$ cat src/sv/pre_pkg.sv
// ----------------------------------------------------------------------------
// Printable run extractor: shared types and constants
// Word formats of both channels and the job word passed from front to back.
// ----------------------------------------------------------------------------
`default_nettype none

package pre_pkg;

  // Input word: one raw data byte
  typedef struct packed {
    logic [7:0] in_byte;
    logic       end_of_data;
  } in_word_t;

  // Output word: one string byte or one end mark
  typedef struct packed {
    logic [7:0] out_byte;
    logic       has_byte;
    logic       string_end;
    logic       string_discard;
    logic       last_of_item;
  } out_word_t;

  // Work for the back end from one input word, emitted in this order:
  // raw bytes, held code point, new code point, end mark.
  typedef struct packed {
    logic [2:0]      raw_cnt;
    logic [3:0][7:0] raw;       // raw[0] goes out first
    logic            cp0_vld;
    logic [15:0]     cp0;       // held first unit of a wide run
    logic            cp1_vld;
    logic [20:0]     cp1;       // unit or surrogate pair
    logic            end_mark;
    logic            discard;
  } job_t;

  localparam logic [2:0]  ByteRunMin = 3'd4;
  localparam logic [2:0]  WideRunMin = 3'd2;
  localparam logic [7:0]  PrintLo    = 8'd32;
  localparam logic [7:0]  PrintDel   = 8'd127;
  localparam logic [7:0]  PrintHi    = 8'd160;
  localparam logic [15:0] UnitTab    = 16'd9;
  localparam logic [15:0] UnitLf     = 16'd10;
  localparam logic [15:0] UnitCr     = 16'd13;
  localparam logic [15:0] UnitMinTxt = 16'd32;
  localparam logic [5:0]  SurHiTag   = 6'b110110;
  localparam logic [5:0]  SurLoTag   = 6'b110111;

endpackage

`default_nettype wire

$ cat src/sv/printable_run_extractor_core.sv
// ----------------------------------------------------------------------------
// Printable run extractor core
// Extracts printable byte runs or UTF-16LE text runs from a raw byte stream.
// ----------------------------------------------------------------------------
// Feed the data one byte word per cycle and mark the final byte with
// end_of_data; the open run is flushed and the scan state cleared there.
// scan_mode selects byte runs (0: bytes 32..126 or 160..255, kept when at
// least 4 long, passed on raw) or wide runs (1: little-endian 16-bit units
// 9, 10, 13 or >= 32, kept when at least 2 long, passed on as UTF-8). Each
// kept string ends with an end-mark word; a wide string with an unpaired
// surrogate emits no further bytes once spoiled and ends with string_discard
// set. Write scan_mode only between data passes: the write clears the scan
// state.
// Rate: the input side takes one byte per cycle. The back end sends one
// result word per cycle unless the output stalls, so a byte that causes k
// results (up to 7) keeps the back end busy for k words; the job queue between
// the two absorbs such bursts, and input stalls only when the queue is full.
// A byte that causes no result never reaches the back end. Each result passes
// the job queue, the back end's job register and its output register.
// ----------------------------------------------------------------------------
`default_nettype none

module printable_run_extractor_core #(
  parameter int QueueDepth = 4
) (
  input  logic               clk_i,
  input  logic               rst_ni,
  // config
  input  logic               cfg_we_i,
  input  logic               cfg_wdata_i,
  // byte input
  input  logic               in_valid_i,
  output logic               in_stall_o,
  input  pre_pkg::in_word_t  in_word_i,
  // string output
  output logic               out_valid_o,
  input  logic               out_stall_i,
  output pre_pkg::out_word_t out_word_o
);
  import pre_pkg::*;

  logic  push, q_full, q_vld, q_pop;
  job_t  push_job, q_job;

  // Front: run tracking, classification, at most one job per byte
  pre_front u_front (
    .clk_i       (clk_i),
    .rst_ni      (rst_ni),
    .cfg_we_i    (cfg_we_i),
    .cfg_wdata_i (cfg_wdata_i),
    .in_valid_i  (in_valid_i),
    .in_stall_o  (in_stall_o),
    .in_word_i   (in_word_i),
    .q_full_i    (q_full),
    .push_o      (push),
    .job_o       (push_job)
  );

  // Queue: decouples input flow from output back-pressure
  pre_fifo #(
    .Depth (QueueDepth),
    .Width ($bits(job_t))
  ) u_queue (
    .clk_i    (clk_i),
    .rst_ni   (rst_ni),
    .push_i   (push),
    .wdata_i  (push_job),
    .pop_i    (q_pop),
    .rvalid_o (q_vld),
    .rdata_o  (q_job),
    .full_o   (q_full)
  );

  // Back: serializes each job into result words
  pre_back u_back (
    .clk_i       (clk_i),
    .rst_ni      (rst_ni),
    .q_vld_i     (q_vld),
    .q_job_i     (q_job),
    .q_pop_o     (q_pop),
    .out_valid_o (out_valid_o),
    .out_stall_i (out_stall_i),
    .out_word_o  (out_word_o)
  );

`ifndef SYNTHESIS
  // discard only rides on an end mark
  a_discard_on_end: assert property (@(posedge clk_i) disable iff (!rst_ni)
    out_valid_o && out_word_o.string_discard |->
      out_word_o.string_end && !out_word_o.has_byte)
    else $error("discard flag outside an end mark");

  // a result word never is both a byte and an end mark
  a_byte_xor_end: assert property (@(posedge clk_i) disable iff (!rst_ni)
    out_valid_o && out_word_o.has_byte |-> !out_word_o.string_end)
    else $error("byte word carries an end mark");

  // results of one byte go out without gaps once the first is taken
  a_no_gap: assert property (@(posedge clk_i) disable iff (!rst_ni)
    out_valid_o && !out_stall_i && !out_word_o.last_of_item |=> out_valid_o)
    else $error("gap inside the results of one byte");
`endif

endmodule

`default_nettype wire

$ cat src/sv/pre_front.sv
// ----------------------------------------------------------------------------
// Printable run extractor: front end
// Takes one byte per cycle unless the queue is full, tracks the run state and issues at most one job word per byte.
// ----------------------------------------------------------------------------
`default_nettype none

module pre_front (
  input  logic              clk_i,
  input  logic              rst_ni,
  input  logic              cfg_we_i,
  input  logic              cfg_wdata_i,
  input  logic              in_valid_i,
  output logic              in_stall_o,
  input  pre_pkg::in_word_t in_word_i,
  input  logic              q_full_i,
  output logic              push_o,
  output pre_pkg::job_t     job_o
);
  import pre_pkg::*;

  logic            mode_q;
  logic [2:0]      run_len_q, run_len_d;
  logic            phase_q, phase_d;
  logic [7:0]      low_q, low_d;
  logic [15:0]     held_q, held_d;
  logic [9:0]      phs_q, phs_d;   // payload bits of the waiting high surrogate
  logic            hp_q, hp_d;
  logic            inv_q, inv_d;
  logic [2:0][7:0] pend_q, pend_d;

  logic        acc;
  logic [7:0]  c;
  logic        eod;
  logic [15:0] u;
  logic        printable, unit_txt, is_hi, is_lo, hold;
  job_t        job;

  assign acc        = in_valid_i && !q_full_i;
  assign in_stall_o = q_full_i;
  assign c          = in_word_i.in_byte;
  assign eod        = in_word_i.end_of_data;
  assign u          = {c, low_q};
  assign printable  = (c >= PrintLo && c < PrintDel) || c >= PrintHi;
  assign unit_txt   = u == UnitTab || u == UnitLf || u == UnitCr || u >= UnitMinTxt;
  assign is_hi      = u[15:10] == SurHiTag;
  assign is_lo      = u[15:10] == SurLoTag;
  assign hold       = run_len_q == 3'd0;

  always_comb begin
    job       = '0;
    run_len_d = run_len_q;
    phase_d   = phase_q;
    low_d     = low_q;
    held_d    = held_q;
    phs_d     = phs_q;
    hp_d      = hp_q;
    inv_d     = inv_q;
    pend_d    = pend_q;
    if (!mode_q) begin
      if (!printable) begin
        if (run_len_q >= ByteRunMin) job.end_mark = 1'b1;
        run_len_d = '0;
      end else if (run_len_q >= ByteRunMin) begin
        job.raw_cnt = 3'd1;
        job.raw[0]  = c;
      end else if (run_len_q == ByteRunMin - 3'd1) begin
        job.raw_cnt = 3'd4;
        job.raw[0]  = pend_q[0];
        job.raw[1]  = pend_q[1];
        job.raw[2]  = pend_q[2];
        job.raw[3]  = c;
        run_len_d   = ByteRunMin;
      end else begin
        pend_d[run_len_q[1:0]] = c;
        run_len_d              = run_len_q + 3'd1;
      end
      if (eod && run_len_d >= ByteRunMin) job.end_mark = 1'b1;
    end else begin
      if (!phase_q) begin
        if (!eod) begin
          low_d   = c;
          phase_d = 1'b1;
        end
      end else begin
        phase_d = 1'b0;
        if (!unit_txt) begin
          if (run_len_q >= WideRunMin) begin
            job.end_mark = 1'b1;
            job.discard  = inv_q | hp_q;
          end
          run_len_d = '0;
          held_d    = '0;
          phs_d     = '0;
          hp_d      = 1'b0;
          inv_d     = 1'b0;
        end else if (inv_q) begin
          if (run_len_q < WideRunMin) run_len_d = run_len_q + 3'd1;
        end else begin
          if (run_len_q == 3'd0) begin
            run_len_d = 3'd1;
          end else if (run_len_q == 3'd1) begin
            if (!hp_q) begin
              job.cp0_vld = 1'b1;
              job.cp0     = held_q;
            end
            run_len_d = WideRunMin;
          end
          if (is_hi) begin
            if (hp_q) begin
              inv_d = 1'b1;
            end else begin
              phs_d = u[9:0];
              hp_d  = 1'b1;
            end
          end else if (is_lo) begin
            if (!hp_q) begin
              inv_d = 1'b1;
            end else begin
              job.cp1_vld = 1'b1;
              job.cp1     = 21'h10000 + {1'b0, phs_q, u[9:0]};
              hp_d        = 1'b0;
            end
          end else begin
            if (hp_q) begin
              inv_d = 1'b1;
            end else if (hold) begin
              held_d = u;
            end else begin
              job.cp1_vld = 1'b1;
              job.cp1     = {5'd0, u};
            end
          end
        end
      end
      // flush at end of data; an end mark from above already zeroed the run
      if (eod && run_len_d >= WideRunMin) begin
        job.end_mark = 1'b1;
        job.discard  = inv_d | hp_d;
      end
    end
    if (eod) begin
      run_len_d = '0;
      phase_d   = 1'b0;
      low_d     = '0;
      held_d    = '0;
      phs_d     = '0;
      hp_d      = 1'b0;
      inv_d     = 1'b0;
    end
  end

  assign job_o  = job;
  assign push_o = acc && (job.raw_cnt != 3'd0 || job.cp0_vld || job.cp1_vld || job.end_mark);

  always_ff @(posedge clk_i or negedge rst_ni) begin
    if (!rst_ni) begin
      mode_q    <= 1'b0;
      run_len_q <= '0;
      phase_q   <= 1'b0;
      low_q     <= '0;
      held_q    <= '0;
      phs_q     <= '0;
      hp_q      <= 1'b0;
      inv_q     <= 1'b0;
    end else if (cfg_we_i) begin
      mode_q    <= cfg_wdata_i;
      run_len_q <= '0;
      phase_q   <= 1'b0;
      low_q     <= '0;
      held_q    <= '0;
      phs_q     <= '0;
      hp_q      <= 1'b0;
      inv_q     <= 1'b0;
    end else if (acc) begin
      run_len_q <= run_len_d;
      phase_q   <= phase_d;
      low_q     <= low_d;
      held_q    <= held_d;
      phs_q     <= phs_d;
      hp_q      <= hp_d;
      inv_q     <= inv_d;
    end
  end

  // short-run byte store: only entries below the run length are read
  always_ff @(posedge clk_i) begin
    if (acc && !cfg_we_i) begin
      pend_q <= pend_d;
    end
  end

endmodule

`default_nettype wire

$ cat src/sv/pre_fifo.sv
// ----------------------------------------------------------------------------
// Printable run extractor: job queue
// Small register queue between front and back end.
// ----------------------------------------------------------------------------
`default_nettype none

module pre_fifo #(
  parameter int Depth = 4,
  parameter int Width = 8
) (
  input  logic             clk_i,
  input  logic             rst_ni,
  input  logic             push_i,
  input  logic [Width-1:0] wdata_i,
  input  logic             pop_i,
  output logic             rvalid_o,
  output logic [Width-1:0] rdata_o,
  output logic             full_o
);
  localparam int PtrW = (Depth > 1) ? $clog2(Depth) : 1;
  localparam int CntW = $clog2(Depth + 1);
  localparam logic [PtrW-1:0] LastPtr = PtrW'(Depth - 1);
  localparam logic [CntW-1:0] FullCnt = CntW'(Depth);

  logic [Width-1:0] mem_q [Depth];
  logic [PtrW-1:0]  wr_ptr_q, rd_ptr_q;
  logic [CntW-1:0]  cnt_q;
  logic             do_push, do_pop;

  assign rvalid_o = cnt_q != '0;
  assign full_o   = cnt_q == FullCnt;
  assign rdata_o  = mem_q[rd_ptr_q];
  assign do_push  = push_i && !full_o;
  assign do_pop   = pop_i && rvalid_o;

  always_ff @(posedge clk_i or negedge rst_ni) begin
    if (!rst_ni) begin
      wr_ptr_q <= '0;
      rd_ptr_q <= '0;
      cnt_q    <= '0;
    end else begin
      if (do_push) wr_ptr_q <= (wr_ptr_q == LastPtr) ? '0 : wr_ptr_q + PtrW'(1);
      if (do_pop)  rd_ptr_q <= (rd_ptr_q == LastPtr) ? '0 : rd_ptr_q + PtrW'(1);
      if (do_push && !do_pop) begin
        cnt_q <= cnt_q + CntW'(1);
      end else if (do_pop && !do_push) begin
        cnt_q <= cnt_q - CntW'(1);
      end
    end
  end

  always_ff @(posedge clk_i) begin
    if (do_push) mem_q[wr_ptr_q] <= wdata_i;
  end

endmodule

`default_nettype wire

$ cat src/sv/pre_back.sv
// ----------------------------------------------------------------------------
// Printable run extractor: back end
// Walks one job word and sends one result word per cycle unless the output stalls; code points go out UTF-8 encoded.
// ----------------------------------------------------------------------------
`default_nettype none

module pre_back (
  input  logic               clk_i,
  input  logic               rst_ni,
  input  logic               q_vld_i,
  input  pre_pkg::job_t      q_job_i,
  output logic               q_pop_o,
  output logic               out_valid_o,
  input  logic               out_stall_i,
  output pre_pkg::out_word_t out_word_o
);
  import pre_pkg::*;

  typedef enum logic [3:0] {
    SEG_RAW = 4'b0001,
    SEG_CP0 = 4'b0010,
    SEG_CP1 = 4'b0100,
    SEG_END = 4'b1000
  } seg_e;

  function automatic logic [2:0] utf8_len(input logic [20:0] cp);
    if (cp < 21'h80)         utf8_len = 3'd1;
    else if (cp < 21'h800)   utf8_len = 3'd2;
    else if (cp < 21'h10000) utf8_len = 3'd3;
    else                     utf8_len = 3'd4;
  endfunction

  function automatic logic [7:0] utf8_byte(input logic [20:0] cp, input logic [1:0] idx);
    logic [2:0] len;
    len = utf8_len(cp);
    utf8_byte = cp[7:0];
    case (len)
      3'd2: begin
        utf8_byte = (idx == 2'd0) ? {3'b110, cp[10:6]} : {2'b10, cp[5:0]};
      end
      3'd3: begin
        case (idx)
          2'd0:    utf8_byte = {4'b1110, cp[15:12]};
          2'd1:    utf8_byte = {2'b10, cp[11:6]};
          default: utf8_byte = {2'b10, cp[5:0]};
        endcase
      end
      3'd4: begin
        case (idx)
          2'd0:    utf8_byte = {5'b11110, cp[20:18]};
          2'd1:    utf8_byte = {2'b10, cp[17:12]};
          2'd2:    utf8_byte = {2'b10, cp[11:6]};
          default: utf8_byte = {2'b10, cp[5:0]};
        endcase
      end
      default: utf8_byte = cp[7:0];
    endcase
  endfunction

  function automatic seg_e first_seg(input job_t j);
    if (j.raw_cnt != 3'd0) first_seg = SEG_RAW;
    else if (j.cp0_vld)    first_seg = SEG_CP0;
    else if (j.cp1_vld)    first_seg = SEG_CP1;
    else                   first_seg = SEG_END;
  endfunction

  job_t       job_q;
  logic       busy_q;
  seg_e       seg_q, seg_nxt;
  logic [1:0] idx_q;
  out_word_t  out_q, res;
  logic       out_vld_q;

  logic [2:0] seg_size;
  logic       later_ne, seg_last, is_last, adv, done;

  always_comb begin
    res       = '0;
    seg_size  = 3'd1;
    later_ne  = 1'b0;
    seg_nxt   = SEG_END;
    case (seg_q)
      SEG_RAW: begin
        res.out_byte = job_q.raw[idx_q];
        res.has_byte = 1'b1;
        seg_size     = job_q.raw_cnt;
        later_ne     = job_q.cp0_vld || job_q.cp1_vld || job_q.end_mark;
        seg_nxt      = job_q.cp0_vld ? SEG_CP0 : (job_q.cp1_vld ? SEG_CP1 : SEG_END);
      end
      SEG_CP0: begin
        res.out_byte = utf8_byte({5'd0, job_q.cp0}, idx_q);
        res.has_byte = 1'b1;
        seg_size     = utf8_len({5'd0, job_q.cp0});
        later_ne     = job_q.cp1_vld || job_q.end_mark;
        seg_nxt      = job_q.cp1_vld ? SEG_CP1 : SEG_END;
      end
      SEG_CP1: begin
        res.out_byte = utf8_byte(job_q.cp1, idx_q);
        res.has_byte = 1'b1;
        seg_size     = utf8_len(job_q.cp1);
        later_ne     = job_q.end_mark;
      end
      SEG_END: begin
        res.string_end     = 1'b1;
        res.string_discard = job_q.discard;
      end
      default: begin
        res = '0;
      end
    endcase
    seg_last         = ({1'b0, idx_q} + 3'd1) == seg_size;
    is_last          = seg_last && !later_ne;
    res.last_of_item = is_last;
  end

  assign adv     = busy_q && (!out_vld_q || !out_stall_i);
  assign done    = adv && is_last;
  assign q_pop_o = q_vld_i && (!busy_q || done);

  always_ff @(posedge clk_i or negedge rst_ni) begin
    if (!rst_ni) begin
      busy_q    <= 1'b0;
      seg_q     <= SEG_END;
      idx_q     <= '0;
      out_vld_q <= 1'b0;
    end else begin
      if (q_pop_o) begin
        busy_q <= 1'b1;
        seg_q  <= first_seg(q_job_i);
        idx_q  <= '0;
      end else if (done) begin
        busy_q <= 1'b0;
      end else if (adv) begin
        if (seg_last) begin
          seg_q <= seg_nxt;
          idx_q <= '0;
        end else begin
          idx_q <= idx_q + 2'd1;
        end
      end
      if (adv) begin
        out_vld_q <= 1'b1;
      end else if (!out_stall_i) begin
        out_vld_q <= 1'b0;
      end
    end
  end

  always_ff @(posedge clk_i) begin
    if (q_pop_o) job_q <= q_job_i;
    if (adv)     out_q <= res;
  end

  assign out_valid_o = out_vld_q;
  assign out_word_o  = out_q;

endmodule

`default_nettype wire

$ cat config.mk
export PLATFORM = sky130hd
export DESIGN_NAME = printable_run_extractor_core
export DESIGN_NICKNAME = d
export VERILOG_FILES = /design/src/sv/pre_pkg.sv /design/src/sv/printable_run_extractor_core.sv /design/src/sv/pre_front.sv /design/src/sv/pre_fifo.sv /design/src/sv/pre_back.sv
export SDC_FILE = /design/constraint.sdc
export NUM_CORES = 1
export LEC_CHECK = 0
export ABC_AREA = 1
export BUFFER_PORTS_ARGS = -buffer_cell sky130_fd_sc_hd__buf_2
export CORE_ASPECT_RATIO = 0.75
export CORE_MARGIN = 4
export CORE_UTILIZATION = 63
export CTS_CLUSTER_DIAMETER = 120
export DETAILED_ROUTE_END_ITERATION = 10
export PLACE_DENSITY = 0.78
export SYNTH_ARGS = -nofsm -noshare
export SYNTH_HDL_FRONTEND = slang
export SYNTH_HIERARCHICAL = 1
export SYNTH_SLANG_ARGS = --single-unit
$ cat constraint.sdc
create_clock -name clk_i -period 7.1 [get_ports clk_i]
set_input_delay 1.065 -clock clk_i [delete_from_list [all_inputs] [get_ports clk_i]]
set_output_delay 1.065 -clock clk_i [all_outputs]
set_load 0.05 [all_outputs]
# ---- Word level (Yosys, flattened, before mapping)
# Memory sizes are Yosys's and may differ from the RTL's.
# Cells that the tools add are included.
dict set report word_totals {
  regBits 168
  ram_bits 304
  input_bits 15
  out_inout_bits 14
  elab_cells 292
  memories 1
}
# name words word_bits rd rd_clocked_by_memory_dff write_ports line_no
set memory_table {}
lappend memory_table {u_queue.mem_q 4 76 1 0 1 pre_fifo.sv:25} ;# logic [Width-1:0] mem_q [Depth];
dict set report classes {
  addsub 8
  magnitude_cmp 17
  eq_ne 32
  mux 141
  bitwise 5
  n_reduce_logical 54
}
# op count
set ops {}
lappend ops {{two-way mux 16 bit} 11}
lappend ops {{two-way mux 39 bit} 3}
lappend ops {{two-way mux 22 bit} 5}
lappend ops {{two-way mux 35 bit} 3}
lappend ops {{two-way mux 10 bit} 9}
lappend ops {{two-way mux 3 bit} 24}
lappend ops {{two-way mux 8 bit} 8}
lappend ops {{two-way mux 17 bit} 3}
lappend ops {{equality test 16 x 4 -> 1 bit (second input constant)} 3}
lappend ops {{case mux 8 bit (3 select lines)} 2}
lappend ops {{case mux 7 bit (3 select lines)} 2}
lappend ops {{two-way mux 41 bit} 1}
lappend ops {{two-way mux 1 bit} 39}
lappend ops {{two-way mux 4 bit} 9}
lappend ops {{case mux 7 bit (2 select lines)} 2}
lappend ops {{case mux 9 bit (3 select lines)} 1}
lappend ops {{bitwise mux 24 bit} 1}
lappend ops {{two-way mux 24 bit} 1}
lappend ops {{!= test 4 bit (second input constant)} 6}
lappend ops {{adder 17 x 20 -> 21 bit (first input constant)} 1}
lappend ops {{< comparator 21 x 12 -> 1 bit (second input constant)} 1}
lappend ops {{< comparator 21 x 17 -> 1 bit (second input constant)} 1}
lappend ops {{< comparator 21 x 8 -> 1 bit (second input constant)} 1}
lappend ops {{two-way mux 2 bit} 10}
lappend ops {{other kinds (49)} 110}

# ---- Depth between registers and ports, before layout
# Gate-level depths: netlist of the first run.
dict set report logic_depth {
  ltp_word 18
  mapped_depth 26
  ltp_nobuf 26
}

# ---- Hierarchy
# The synthesis of the first run kept the hierarchy.
# module n_inst cells_per_inst area_each_um2 seq_area_each_um2
set modules_own_cells {}
lappend modules_own_cells {pre_fifo 1 947 12619.6 9303.9}
lappend modules_own_cells {pre_back 1 413 4484.3 2844.0}
lappend modules_own_cells {pre_front 1 459 3686.0 1746.7}

# ---- Worst setup path before layout of the first run
# OpenSTA, ideal clock, no wires.
dict set report synth_path {
  path_type {input to register}
  from {input in_word_i[6] (netlist bit)}
  to {memory u_queue/mem_q[0][0] (netlist bit) (enable)}
  setup_time_ns 0.511
  t_arrival_ns 5.461
  required_time_ns 6.589
  setup_slack_ns 1.128
  path_stages 14
  path_buffers 1
  cell_sequence {inv_2 -> nand3_1 -> nor2_2 -> nand2_2 -> buf_6 -> nand2_2 -> nand3_2 -> nor2_4 -> nor2_2 -> nand3_2 -> nand2_1 -> inv_1 -> nand2_1 -> nor2_1}
}
# item line_no
set synth_lines {}
lappend synth_lines {{from (decl)} printable_run_extractor_core.sv:34} ;# input pre_pkg::in_word_t in_word_i,
lappend synth_lines {{to (decl)} pre_fifo.sv:25}

# ---- Final worst setup path of the first run
dict set report layout_path {
  from {register u_back.idx_q[0]}
  to {register u_queue.cnt_q[2]}
}
dict set report layout_via {
  elab_chain_cells 10
  elab_cells_between_ends 12
  classes_between {1 x add/sub; 1 x eq/ne; 1 x mux; 9 x reduce/logical}
}
# item line_no
set layout_lines {}
lappend layout_lines {{from (decl)} pre_back.sv:70} ;# logic [1:0] idx_q;
lappend layout_lines {{from (signal assigned)} pre_back.sv:138} ;# idx_q <= idx_q + 2'd1;
lappend layout_lines {{adder 2 x 1 -> 3 bit *} pre_back.sv:111} ;# seg_last = ({1'b0, idx_q} + 3'd1) == seg_size;
lappend layout_lines {{equality test 3 bit *} pre_back.sv:111}
lappend layout_lines {{logical AND 1 bit *} pre_back.sv:112} ;# is_last = seg_last && !later_ne;
lappend layout_lines {{logical AND 1 bit *} pre_back.sv:117} ;# assign done = adv && is_last;
lappend layout_lines {{logical OR 1 bit *} pre_back.sv:118} ;# assign q_pop_o = q_vld_i && (!busy_q || done);
lappend layout_lines {{logical AND 1 bit *} pre_back.sv:118}
lappend layout_lines {{via q_pop} printable_run_extractor_core.sv:42} ;# logic push, q_full, q_vld, q_pop;
lappend layout_lines {{logical AND 1 bit *} pre_fifo.sv:34} ;# assign do_pop = pop_i && rvalid_o;
lappend layout_lines {{zero test 1 bit} pre_fifo.sv:44} ;# if (do_push && !do_pop) begin
lappend layout_lines {{logical AND 1 bit} pre_fifo.sv:44}
lappend layout_lines {{two-way mux 3 bit / nonzero test 2 bit (equally long branches)} n/a}
lappend layout_lines {{to (signal assigned)} pre_fifo.sv:45} ;# cnt_q <= cnt_q + CntW'(1);
lappend layout_lines {{to (signal assigned)} pre_fifo.sv:47} ;# cnt_q <= cnt_q - CntW'(1);
lappend layout_lines {{to (decl)} pre_fifo.sv:27} ;# logic [CntW-1:0] cnt_q;
# Mark *: on every way through the listed nets, which the timed path passes. The rest lies on a longest branch.
# A chain may end at the register's enable or synchronous reset.

==> impl_metrics.yaml, run 1 <==
status:
  status: "finished clean"
timing:
  hold_slack_ns: 0.487
  finalHoldViolCount: 0
  tns_ns: 0
  rsz0062_at_grt: "no"
  maxSlewViolCount: 0
  worstMarginPinSlew_ns: 1.21
  max_slew_margin_pct: 19.0
  skew_ns: 0.0229
  fin_crit_ns: 4.82
  setup_viol: 0
  fmax_ghz: 0.207
  min_period_over_period_pct: 67.9
detailed_routing:
  wl_per_cell_um: 21.5
  drt-initial-drc-count: 2201
  drt-total-wl_um: 49600
  vias_per_cell: 5.91
  vias: 13700
  drtAntennaViolNets: 0
  post-route-drc-count: 0
  first_pass_iters: 6
worst_setup_path:
  crit_fanout: 79
  cp.arrival_ns: 5.27
  criticalPathCategory: "flop to flop"
  endpoint_kind: "flop"
  critical_path.startpoint_type: "flop"
  critPathRequiredTime_ns: 7.55
logic_synthesis:
  synth_nets: 1853
  yosysUniqueCellTypes: 52
  syn_area_mm2: 0.0208
  synthArstFlopShare_pct: 11.9
  ys_seq_elements: 472
  synthCells: 1819
  ys_warn_count: 6
  synth_edf_count: 416
  synth.avg_cell_area_um2: 11.4
  synthFlopType: "edfxtp_1"
  seq_area_frac_synth_pct: 66.8
die:
  rows: 57
  fp.dieW_um: 218
  ios: 29
  initial_utilization_pct: 64.1
  die_h_um: 165
  die_area_mm2: 0.0360
  core_mm2: 0.0324
clocking:
  cts_made_buffers: 45
  post_cts_buffers: 0
  clockRootBuffer: "clkbuf_16"
  cts_resized: 0
  cts.sinks: 472
  clockBufferDepth: 3
  tritoncts: "built"
  cts_hold_buf: 0
  h-tree-depth: 2
  worstSkewPairLatency_ns: 0.56
  path_clk_slew_ns: 0.07
pwr:
  p_leak_nw: 8.86
  power.density_mw_per_mm2: 383
  swShare_pct: 35.3
  vdd_drop_max_mv: 0.295
  p_seq_share_pct: 44.6
  switchingPower_mw: 3.04
  comb_power_share_pct: 27.7
  power_frac_clock_pct: 27.7
  power.internal_mw: 5.58
  total_power_mw: 8.62
layout:
  layout.nets: 1871
  drive_above_1_share_pct: 10.6
  fill_cells: 2247
  most-common-layout-cells: "428 x nand2_1, 416 x edfxtp_1, 276 x inv_1"
  area_growth_pct: 8.34
  diodes: 0
  mostFrequentLayoutCell: "nand2_1"
placement:
  dp_hpwl_um: 33500
  gp_congestion: 0.933
  portBuffers: 28
global_routing:
  grt_max_degree: 117
  grt_pass1_vias: 12600
  grt_pass1_wl_um: 75200
  antenna_found_initial: 2
  grt.overflow.total: 0
  grt.total_usage_pct: 27.8
worst_hold_path:
  min_path_type: "flop to flop"
flow_run:
  cap_violations: 0
## cell families (layout without fill, tap and decap cells)
group	count (synthesis)	in the layout	synth area share [%]
AOI/OAI and AO/OA	303	303	10.5
xor gates and xnor gates	2	2	0.0843
adders and majority gates	19	19	1.18
buffers and inverters	364	416	8.11
DFF	472	472	66.8
other	1	1	0.0180
and+or+nand+nor	658	658	13.3
## critical path: stages (launching register included)
cell and delay, ns:
dfrtp_1 0.76, clkinv_1 0.67, ha_1 0.53, inv_1 0.07, nand3_1 0.07, nand2_1 0.12, nand4_2 0.14, nand2_4 0.11
nand2_4 0.12, inv_2 0.08, buf_4 0.72, nand2_1 0.30, ha_1 0.29, inv_1 0.11, fa_1 0.23, inv_1 0.06
nand2_1 0.10, nand3_1 0.09, nand2_1 0.07, nand2_1 0.05
## path summary, 6_finish.rpt
kind | start | end | slack (ns) | depth (start not counted)
max in group asynchronous | rst_ni | u_queue/rd_ptr_q[0] | 5.81 | 2
setup reg to reg | u_back/idx_q[0] | u_queue/cnt_q[2] | 2.28 | 19
min in group asynchronous | rst_ni | u_front/phs_q[8] | 0.66 | 2
setup / recovery | u_back/idx_q[0] | u_queue/cnt_q[2] | 2.28 | 19
hold reg to reg | u_back/out_valid_o | u_back/out_valid_o | 0.49 | 2
hold / removal | u_back/out_valid_o | u_back/out_valid_o | 0.49 | 2
## metal layers
metal  part of all wire [%]  track usage (%)  up-vias  wire, um
met4                    1.9             5.77        0       947
li1                       -                -     6254         -
met5                      0                0        -         0
met3                     11             5.63       72      5610
met1                     43             43.8     6582     21600
met2                     43             40.7      757     21500
## synth_stat cells (11+ instances only)
cell | number | area share [%]
nand2_1 | 428 | 7.7
edfxtp_1 | 416 | 60
inv_1 | 277 | 5.0
o211ai_1 | 164 | 5.9
nor2_1 | 119 | 2.1
dfrtp_1 | 55 | 6.6
nand3_1 | 49 | 1.2
o21ai_0 | 36 | 0.87
buf_6 | 31 | 1.7
a21oi_1 | 30 | 0.72
o21ai_2 | 19 | 0.80
ha_1 | 18 | 1.1
buf_2 | 14 | 0.34
buf_4 | 14 | 0.51
nor2_2 | 14 | 0.42
o22ai_1 | 13 | 0.39
inv_2 | 12 | 0.22
nand2_2 | 12 | 0.36
clkbuf_1 | 11 | 0.20
## area by class of cell
cell class / count / area (um^2) / share of cell area [%]
multi-input combinational: 983 / 5240 / 23.3
inverter: 293 / 1100 / 4.91
clock inverter: 17 / 200 / 0.889
timing repair buffer: 42 / 258 / 1.14
tap: 442 / 553 / 2.46
clock buffer: 64 / 1270 / 5.63
sequential: 472 / 13900 / 61.7
## metrics by stage
step | cells | worst slack, ns | instance area [um^2] | util, %
detailed placement | 2232 | 2.34 | 21100 | 64.9
global route | 2313 | 1.91 | 22500 | 69.4
CTS | 2313 | 2.32 | 22500 | 69.4
global placement | 2232 | 2.63 | 21100 | 64.9
finish | 2313 | 2.28 | 22500 | 69.4
floorplan | 1819 | 1.13 | 20800 | -
## sequential cells by signal (all words and copies together), names as in the netlist, 2 cells and up
name               count
u_queue/mem_q        304
u_back/job_q          76
u_front/pend_q        24
u_front/held_q        16
u_back/out_word_o     12
u_front/phs_q         10
u_front/low_q          8
u_back/seg_q           4
u_front/run_len_q      3
u_queue/cnt_q          3
u_back/idx_q           2
u_queue/rd_ptr_q       2
u_queue/wr_ptr_q       2
## power groups by stage
stage	clock [mW]	sequential, mW	combinational, mW
finish	2.39	3.85	2.39
global route	2.54	3.88	2.61
CTS	2.42	3.84	2.36
detailed placement	0	3.90	2.34
global placement	0	3.88	2.27
floorplan	0	3.87	1.82
No activity file was read; power rests on OpenSTA's default activity.
==> run 2, diff against run 1 <==
Settings changed: CORE_UTILIZATION 63 to 57, PLACE_DENSITY 0.78 to 0.74.
Clock period 7.1 ns to 4.3 ns, I/O delays scaled along.
==> run 2 against run 1 <==
Non-clock buffer count increased by 9. Core utilization fell by 6.6 points. Critical endpoint unchanged. Clock power rose by 57%. Flip-flop and latch count stayed put. Sequential share of layout area decreased by 0.16 points.
==> impl_metrics.yaml, run 2 (same netlist as run 1, synthesis figures left out) <==
status:
  status: "finished clean"
placement:
  portBuffers: 28
  placed_cells_incl_taps: 2264
  gp_congestion: 0.949
  placed_cell_area_mm2: 0.0212
  dp_hpwl_um: 32500
layout:
  largest_reg_flops: 304
  most-common-layout-cells: "427 x nand2_1, 416 x edfxtp_1, 276 x inv_1"
  regMostFlops: "u_queue/mem_q"
  area_growth_pct: 8.62
  final_cells: 2347
  layout.nets: 1880
  fill_cells: 2672
  diodes: 0
  finish.instance_area_mm2: 0.0226
  drive_above_1_share_pct: 11.1
  largest_registers: "u_queue/mem_q x304, u_back/job_q x76, u_front/pend_q x24"
  mostFrequentLayoutCell: "nand2_1"
timing:
  max_slew_margin_pct: 35.1
  hold_slack_ns: 0.144
  finalHoldViolCount: 0
  rsz0062_at_grt: "no"
  min_period_over_period_pct: 79.4
  setup_viol: 0
  fmax_ghz: 0.293
  worstMarginPinSlew_ns: 0.973
  tns_ns: 0
  fin_crit_ns: 3.41
  skew_ns: 0.0194
  maxSlewViolCount: 0
pwr:
  p_leak_nw: 8.88
  power.density_mw_per_mm2: 623
  vdd_drop_max_mv: 0.559
  total_power_mw: 14.1
global_routing:
  grt_pass1_wl_um: 73400
  grt_max_degree: 96
  grt.total_usage_pct: 24.0
  grt_pass1_vias: 12300
  antenna_found_initial: 3
  grt.overflow.total: 0
worst_setup_path:
  rrSetupSlack_ns: 0.89
  critical_path.startpoint_type: "flop"
  r2r-start: "u_back/idx_q[1]"
  endpoint_kind: "flop"
  crit_fanout: 14
  reg2reg_to: "u_queue/cnt_q[2]"
  cp.arrival_ns: 3.85
  criticalPathCategory: "flop to flop"
  reg2reg_depth: 17
  critPathRequiredTime_ns: 4.73
detailed_routing:
  vias_per_cell: 5.66
  drt-initial-drc-count: 1700
  drtAntennaViolNets: 0
  drt-total-wl_um: 47800
  post-route-drc-count: 0
  first_pass_iters: 6
  wl_per_cell_um: 20.4
  vias: 13300
die:
  rows: 60
  die_area_mm2: 0.0396
  initial_utilization_pct: 57.8
  ios: 29
  die_h_um: 173
  fp.dieW_um: 229
  core_mm2: 0.0360
clocking:
  clockRootBuffer: "clkbuf_16"
  cts_made_buffers: 45
  clockBufferDepth: 3
  path_clk_slew_ns: 0.06
  worstSkewPairLatency_ns: 0.55
  cts_resized: 0
  tritoncts: "built"
  cts.sinks: 472
  post_cts_buffers: 0
  h-tree-depth: 2
  cts_hold_buf: 0
worst_hold_path:
  min_path_type: "primary input to asynchronous set/reset pin"
flow_run:
  cap_violations: 0
[run 2: changes by cell type in the layout (fill, tap and decap cells not counted), sizes merged]
cell / previous run / this run
clkinv: 9 / 19
buf: 42 / 51
clkbuf: 64 / 57
bufinv: 4 / 2
clkinvlp: 3 / 4
[run 2: worst max-delay path: stages (launching register included)]
cell        delay, ns
dfrtp_1          0.58
clkinv_1         0.45
ha_1             0.47
inv_1            0.05
nand3_1          0.08
nand2_1          0.10
nand4_2          0.12
nand2_4          0.08
nand2_4          0.17
clkinvlp_4       0.14
nand2_2          0.10
ha_1             0.19
inv_1            0.06
fa_1             0.38
nand2_1          0.10
nand3_1          0.09
nand2_1          0.07
nand2_1          0.06
[run 2: worst max-delay path by stage]
| stage | to | cells past startpoint | slack [ns] | start |
|---|---|---|---|---|
| finish | u_queue/cnt_q[2] | 17 | 0.89 | u_back/idx_q[1] |
| detailed placement | u_queue/cnt_q[1] | 20 | 0.72 | in_word_i[6] |
| CTS | u_back/job_q[4] | 10 | 0.93 | u_back/idx_q[1] |
| global placement | u_queue/mem_q[3][49] | 16 | 0.77 | in_word_i[6] |
| floorplan | u_queue/mem_q[0][0] | 14 | -1.25 | in_word_i[6] |
| global route | u_queue/cnt_q[2] | 17 | 0.62 | u_back/idx_q[1] |
[run 2: final cells by class]
cell class,instances,area [um^2],area share [%]
Sequential cell,472,13900,61.5
Multi-Input combinational cell,983,5240,23.2
Clock buffer,57,1200,5.32
Inverter,293,1110,4.91
Tap cell,465,582,2.58
Timing Repair Buffer,51,350,1.55
Clock inverter,26,198,0.875
[run 2: where the power goes]
group / internal (mW) / total (mW) / switching [mW]
logic: 1.08 / 3.89 / 2.81
registers: 5.87 / 6.42 / 0.554
clock network: 2.11 / 3.75 / 1.64
[run 2: metrics by stage]
step | worst slack [ns] | util (%)
2_1_floorplan | -1.25 | -
3_3_place_gp | 0.773 | 58.9
3_5_place_dp | 0.718 | 58.9
4_1_cts | 0.931 | 62.8
5_1_grt | 0.621 | 62.8
6_report | 0.885 | 62.8
[run 2: layer usage]
layer  vias up  GRT usage [%]  wire length, um
li1       6287              -                -
met1      6324           38.4            21600
met2       603           34.0            20400
met3        70           5.04             4930
met4         2           5.25              920
met5         -              0               13
